`src/design/bfnv_pkg.sv`:
```
// shared constants and controller/datapath interface types for the bloom filter core
package bfnv_pkg;

  localparam int HASH_W      = 32;
  localparam int SIZE_CFG_W  = 13;
  localparam int COUNT_CFG_W = 5;
  localparam int CFG_IDX_W   = 2;
  localparam int CFG_DATA_W  = 13;

  localparam logic [HASH_W-1:0] FNV_BASIS     = 32'd2166136261;
  localparam logic [HASH_W-1:0] FNV_PRIME     = 32'd16777619;
  localparam logic [HASH_W-1:0] PROBE_STRIDE  = 32'h9e37_79b9;
  localparam logic [HASH_W-1:0] WRAP_DIVIDEND = 32'hffff_ffff;

  localparam logic [CFG_IDX_W-1:0] CFG_FILTER_SIZE = 2'd0;
  localparam logic [CFG_IDX_W-1:0] CFG_HASH_COUNT  = 2'd1;

  localparam logic [SIZE_CFG_W-1:0]  FILTER_SIZE_RST = 13'd4096;
  localparam logic [COUNT_CFG_W-1:0] HASH_COUNT_RST  = 5'd4;

  typedef enum logic [1:0] {
    DIV_KEY,
    DIV_STRIDE,
    DIV_WRAP
  } div_src_e;

  typedef struct packed {
    logic      byte_take;
    logic      clr_en;
    logic      div_start;
    div_src_e  div_src;
    logic      load_sm;
    logic      load_tm;
    logic      load_r0;
    logic      probe;
    logic      out_load;
  } dp_cmd_t;

  typedef struct packed {
    logic div_done;
    logic clr_last;
    logic last_probe;
    logic count_zero;
    logic size_wr;
    logic key_add;
  } dp_status_t;

endpackage

```
`src/design/bfnv_ctrl.sv`:
```
// controller: sequences clear pass, modulus precompute, key remainder and probe steps
module bfnv_ctrl (
  input  logic                 clk_i,
  input  logic                 rst_ni,
  input  logic                 in_valid_i,
  input  logic                 last_byte_i,
  input  logic                 cfg_valid_i,
  input  logic                 out_ready_i,
  input  bfnv_pkg::dp_status_t status_i,
  output logic                 in_ready_o,
  output logic                 out_valid_o,
  output bfnv_pkg::dp_cmd_t    cmd_o
);
  import bfnv_pkg::*;

  localparam logic [2:0] ST_CLEAR  = 3'd0;
  localparam logic [2:0] ST_IDLE   = 3'd1;
  localparam logic [2:0] ST_PRE_S  = 3'd2;
  localparam logic [2:0] ST_PRE_T  = 3'd3;
  localparam logic [2:0] ST_DIV    = 3'd4;
  localparam logic [2:0] ST_PROBE  = 3'd5;
  localparam logic [2:0] ST_DRAIN  = 3'd6;
  localparam logic [2:0] ST_FINISH = 3'd7;

  logic [2:0] state_q, state_d;
  logic       pend_q, pend_d;
  logic       out_valid_q, out_valid_d;
  logic       take;

  assign in_ready_o  = (state_q == ST_IDLE) && !pend_q && !cfg_valid_i;
  assign take        = in_valid_i && in_ready_o;
  assign out_valid_o = out_valid_q;

  always_comb begin
    state_d           = state_q;
    pend_d            = pend_q;
    out_valid_d       = out_valid_q && !out_ready_i;
    cmd_o             = '0;
    cmd_o.div_src     = DIV_KEY;
    cmd_o.byte_take   = take;
    unique case (state_q)
      ST_CLEAR: begin
        cmd_o.clr_en = 1'b1;
        if (status_i.clr_last) begin
          state_d = ST_IDLE;
        end
      end
      ST_IDLE: begin
        if (pend_q) begin
          // modulus changed: redo stride and wrap remainders
          pend_d          = 1'b0;
          cmd_o.div_start = 1'b1;
          cmd_o.div_src   = DIV_STRIDE;
          state_d         = ST_PRE_S;
        end else if (take && last_byte_i) begin
          cmd_o.div_start = 1'b1;
          cmd_o.div_src   = DIV_KEY;
          state_d         = ST_DIV;
        end
      end
      ST_PRE_S: begin
        if (status_i.div_done) begin
          cmd_o.load_sm   = 1'b1;
          cmd_o.div_start = 1'b1;
          cmd_o.div_src   = DIV_WRAP;
          state_d         = ST_PRE_T;
        end
      end
      ST_PRE_T: begin
        if (status_i.div_done) begin
          cmd_o.load_tm = 1'b1;
          state_d       = ST_IDLE;
        end
      end
      ST_DIV: begin
        if (status_i.div_done) begin
          cmd_o.load_r0 = 1'b1;
          state_d       = status_i.count_zero ? ST_FINISH : ST_PROBE;
        end
      end
      ST_PROBE: begin
        cmd_o.probe = 1'b1;
        if (status_i.last_probe) begin
          state_d = ST_DRAIN;
        end
      end
      ST_DRAIN: begin
        // last read data lands here
        state_d = ST_FINISH;
      end
      ST_FINISH: begin
        if (status_i.key_add) begin
          state_d = ST_IDLE;
        end else if (!out_valid_q || out_ready_i) begin
          cmd_o.out_load = 1'b1;
          out_valid_d    = 1'b1;
          state_d        = ST_IDLE;
        end
      end
      default: begin
        state_d = ST_CLEAR;
      end
    endcase
    if (status_i.size_wr) begin
      pend_d = 1'b1;
    end
  end

  always_ff @(posedge clk_i or negedge rst_ni) begin
    if (!rst_ni) begin
      state_q     <= ST_CLEAR;
      pend_q      <= 1'b1;
      out_valid_q <= 1'b0;
    end else begin
      state_q     <= state_d;
      pend_q      <= pend_d;
      out_valid_q <= out_valid_d;
    end
  end

endmodule

```
`config.mk`:
```
export PLATFORM = sky130hd
export DESIGN_NAME = bfnv_ctrl
export DESIGN_NICKNAME = d
export VERILOG_FILES = /design/src/design/bfnv_pkg.sv /design/src/design/bfnv_ctrl.sv
export SDC_FILE = /design/constraint.sdc
export NUM_CORES = 1
export LEC_CHECK = 0
export ABC_CLOCK_PERIOD_IN_PS = 1580
export BUFFER_PORTS_ARGS = -buffer_cell sky130_fd_sc_hd__buf_4
export CORE_AREA = 4 4 41 43
export CTS_CLUSTER_DIAMETER = 50
export DETAILED_ROUTE_END_ITERATION = 10
export DIE_AREA = 0 0 45 47
export GPL_TIMING_DRIVEN = 0
export MAX_ROUTING_LAYER = met4
export PLACE_DENSITY = 0.65
export SYNTH_ARGS = -nofsm -noshare
export SYNTH_HDL_FRONTEND = slang
export SYNTH_SLANG_ARGS = --single-unit
```
`constraint.sdc`:
```
create_clock -name clk_i -period 1.58 [get_ports clk_i]
set_input_delay 0 -clock clk_i [delete_from_list [all_inputs] [get_ports clk_i]]
set_output_delay 0 -clock clk_i [all_outputs]
set_load 0.005 [all_outputs]
```
Yosys cells after proc, flatten, opt, wreduce, memory -nomap -nowiden
Index checks and enable logic that the tools add are counted.

cells by class
  mux-type cells = 29
  reductions and logical operators = 13
  eq/ne operators = 14

operator list
  operator                                                                  count
  3-bit 2-to-1 mux                                                          11
  3-bit one-hot mux with 8 select lines                                     1
  1-bit 2-to-1 mux                                                          14
  3-bit == test (second input constant)                                     4
  2-bit inequality test (second input constant)                             5
  7-bit AND reduction                                                       1
  3-bit by 2-bit == test with 1-bit output (second input constant)          2
  3-bit one-hot mux with 2 select lines                                     1
  1-bit logical AND                                                         5
  1-bit logical NOT                                                         4
  4-bit 2-to-1 mux                                                          1
  3-bit by 1-bit == test with 1-bit output (second input constant)          1
  3-bit logical NOT                                                         1
  3-bit by 2-bit inequality test with 1-bit output (second input constant)  1
  3-bit inequality test (second input constant)                             1
  2-bit 2-to-1 mux                                                          1
  2-bit nonzero test                                                        1
  1-bit logical OR                                                          1

storage, ports and cells
  input bits = 12
  logic and storage cells = 59
  output and inout port bits = 12
  bits in registers = 5

Depth between registers and ports, before layout
  depth after elaboration = 8
  mapped depth = 5
  depth with buffers taken out = 4

Least setup slack after synthesis
Ideal clock, no wire load.

  kind = flip-flop to flip-flop
  start = register state_q[1]
  end = register state_q[1]
  path slack = 0.127 ns
  cell stages (with the launch flop) = 6
  required time = 1.461 ns
  arrival time = 1.334 ns
  setup time = 0.119 ns
  clock period less this slack = 1.453 ns
  path buffers = 1
  path through = dfrtp_1 -> buf_6 -> or4b_4 -> nor2_4 -> nor4_1 -> o21a_1

between the ends
  longest elaborated chain between the ends = 7
  elaborated cells between the ends (all ways) = 21
  those cells by class = eq/ne (14); mux (1); reduce/logical (6)

RTL lines
  element                                                     RTL line                          text
  start: declaration                                          bfnv_ctrl.sv:25                   logic [2:0] state_q, state_d;
  start signal: assignment                                    bfnv_ctrl.sv:115                  state_q <= state_d;
  3-bit by 1-bit == test with 1-bit output                    bfnv_ctrl.sv:30, bfnv_ctrl.sv:41
  1-bit logical AND (2 in series)                             bfnv_ctrl.sv:30                   assign in_ready_o = (state_q == ST_IDLE) && !pend_q && !cfg_valid_i;
  1-bit logical AND                                           bfnv_ctrl.sv:31                   assign take = in_valid_i && in_ready_o;
  1-bit logical AND                                           bfnv_ctrl.sv:55                   end else if (take && last_byte_i) begin
  3-bit by 2-bit inequality test with 1-bit output (no line)  n/a
  7-bit AND reduction (no line)                               n/a

Several ways; a longest one is shown, not always the timed one.
A chain may end at the register's enable or synchronous reset.

Worst setup path in the final report
  start = register state_q[2]
  end = register state_q[1]

Same word-level chain as after synthesis.

==> flow_summary.toml <==
[status]
status = "finished, final reports clean"

[route]
postRouteAntennaNets = 0
drtPass1Iterations = 4
num_vias = 480
wl_mm = 1.105
wire_per_inst_um = 11.39
drt_iter0_drc = 10
viasPerCell = 4.948
drc = 0

[hold_path]
hold_depth = 3
hold_class = "in -> reg"

[logic_synthesis]
ys_ff_latch = 5
synth_warnings = 0
synth_nets = 64
avgSynthCellArea_sq_um = 8.518
syn_area_sq_um = 442.9
seq_area_frac_synth_pct = 28.53
synth.distinct_cells = 27
synth_cells = 52

[die]
die_w_um = 45
rows = 13
core_sq_um = 1301
dieArea_sq_um = 2115
ios = 24
die_h_um = 47
start_util_pct = 34.04

[cells_and_area]
num-nets-final = 95
area_growth_syn_to_layout_pct = 57.91
finalNonFillerCells = 97
fillers = 138
diodes = 0
drive_gt1_share_pct = 54.88

[timing]
slew_violations = 0
tightest_slew_ps = 227.4
hold_viol_final = 0
fmax_mhz = 635.6
fin_crit_ps = 1573
layout_worst_path_cycle_share_pct = 99.57
relSlewSlack_pct = 84.70
skew_ps = 2.113
worst_slack_ps = 6.734
setup_viol = 0
rsz0062_at_grt = "true"
fin_tns_setup_ps = 0

[pwr]
p_leak_nw = 0.3423
power_density_nw_per_um2 = 1589
ir_worst_vdd_uv = 825.2

[critical_path]
worstPathRequired_ps = 1700
startpoint_type = "register"
crit_type = "reg -> reg"
rr_worst_depth = 5
end_kind = "register"
critPathMaxFanout = 3
worst_ep_arrival_time_ps = 1690

[grt]
overflow = 0
antenna_found_initial = 0
grt_pass1_wl_mm = 1.787
grt_max_degree = 11
grt_pass1_vias = 448
grt_use_total_pct = 11.88

[clock_network]
cts-root-buf = "clkbuf_4"
clk_pin_slew_ps = 40
cts.sinks = 5
cts.path.max_buffers = 2
clk-insertion-delay-late_ps = 230
cts_tree = "yes"
cts_made_buffers = 3
cts_max_level = 1

[run]
maxCapViolCount = 0

[placed_design]
gp_congestion = 0.7416
placedCellCount = 90
port-buffer-count = 23
hpwl_um = 839
dp_slack_ps = 71.68
[area by class of cell]
cell class,count,area (sq um),share of cell area (%)
multi-input combinational,41,279.0,39.89
buffer,2,22.52,3.220
inverter,2,7.507,1.073
timing repair buffer,28,219.0,31.31
clock buffer,4,26.28,3.757
sequential,5,126.4,18.07
tap,15,18.77,2.683
[critical path, stage by stage, from the launching register on]
cell and delay [ps]:
dfrtp_1 400, or4b_4 560, buf_6 140, nor2_4 120
nor4_2 40, o21a_1 190
[synth_stat cells]
| master | number | area, sq um |
|---|---|---|
| a21o_1 | 1 | 7.510 |
| a21o_2 | 1 | 8.760 |
| a21oi_1 | 2 | 10.01 |
| a31o_2 | 2 | 17.52 |
| and3_1 | 2 | 12.51 |
| and3b_2 | 1 | 10.01 |
| buf_4 | 1 | 7.510 |
| buf_6 | 3 | 33.78 |
| dfrtp_1 | 4 | 100.1 |
| dfstp_2 | 1 | 26.28 |
| inv_1 | 2 | 7.510 |
| nand2_1 | 4 | 15.01 |
| nand2b_2 | 2 | 17.52 |
| nand3_1 | 1 | 5.000 |
| nand4b_1 | 1 | 8.760 |
| nor2_1 | 6 | 22.52 |
| nor2_4 | 1 | 11.26 |
| nor2b_1 | 1 | 6.260 |
| nor3_1 | 4 | 20.02 |
| nor3b_1 | 2 | 15.01 |
| nor4_1 | 2 | 12.51 |
| o21a_1 | 2 | 15.01 |
| o21ai_0 | 2 | 10.01 |
| o22ai_2 | 1 | 12.51 |
| or2b_2 | 1 | 8.760 |
| or3_2 | 1 | 7.510 |
| or4b_4 | 1 | 13.76 |
[final timing paths]
kind,startpoint,end,slack [ps]
worst min register to register,pend_q,pend_q,540
worst min-delay path,out_ready_i,out_valid_o,50
min in group asynchronous,rst_ni,state_q[2],90
worst max register to register,state_q[2],state_q[1],7
worst max-delay path,state_q[2],state_q[1],7
max in group asynchronous,rst_ni,pend_q,1300
[logic make-up after synthesis]
kind of cell | count (synthesis) | share of synthesized area (%)
AND/OR/NAND/NOR | 30 | 42.09
AO/OA/AOI/OAI | 11 | 18.36
buffers and inverters | 6 | 11.02
flip-flops | 5 | 28.53
[through the flow]
stage	power (mW)	hold slack [ps]	utilization, %	instance area, sq um
2_1_floorplan	0.6967	-295.6	-	442.9
5_1_grt	1.213	56.41	53.75	699.4
3_5_place_dp	0.9279	-198.8	48.75	634.4
6_report	1.111	48.91	53.75	699.4
4_1_cts	1.129	45.54	54.42	708.2
3_3_place_gp	0.9262	-198.5	48.75	634.4
[layer usage]
layer,up-vias,GRT usage (%),part of all wire [%]
met1,217,14.48,42
met2,15,17.23,51
met3,0,2.682,7.0
met4,0,8.187,0
li1,248,-,-
met5,-,-,0
[where the power goes]
part | total [mW] | internal, mW | leakage (nW) | switching, mW
combinational | 0.725 | 0.399 | 0.268 | 0.327
clock | 0.141 | 0.0951 | 0.0150 | 0.0460
sequential | 0.245 | 0.190 | 0.0594 | 0.0552
[registers in the layout (all words and copies together), names as in the netlist]
register and count:
out_valid_o 1, pend_q 1, state_q 3
[cells in the final DEF (no fill, tap or decap), drive strengths merged, types with 2 or more instances in the layout]
master / n
a21o: 2
a21oi: 2
a31o: 2
and3: 2
buf: 28
clkbuf: 4
dfrtp: 4
dlygate4sd3: 2
inv: 2
nand2: 4
nand2b: 2
nor2: 7
nor3: 4
nor3b: 2
nor4: 2
o21a: 2
o21ai: 2
[timing repair]
action,4_1_cts,5_1_grt
buffers inserted,3,0
pin swaps,2,6
hold buffers,2,0
hold endpoints to repair,6,0
endpoints found under the setup margin,1,5
gates resized for setup,1,2
(Power assumes the default switching activity.)
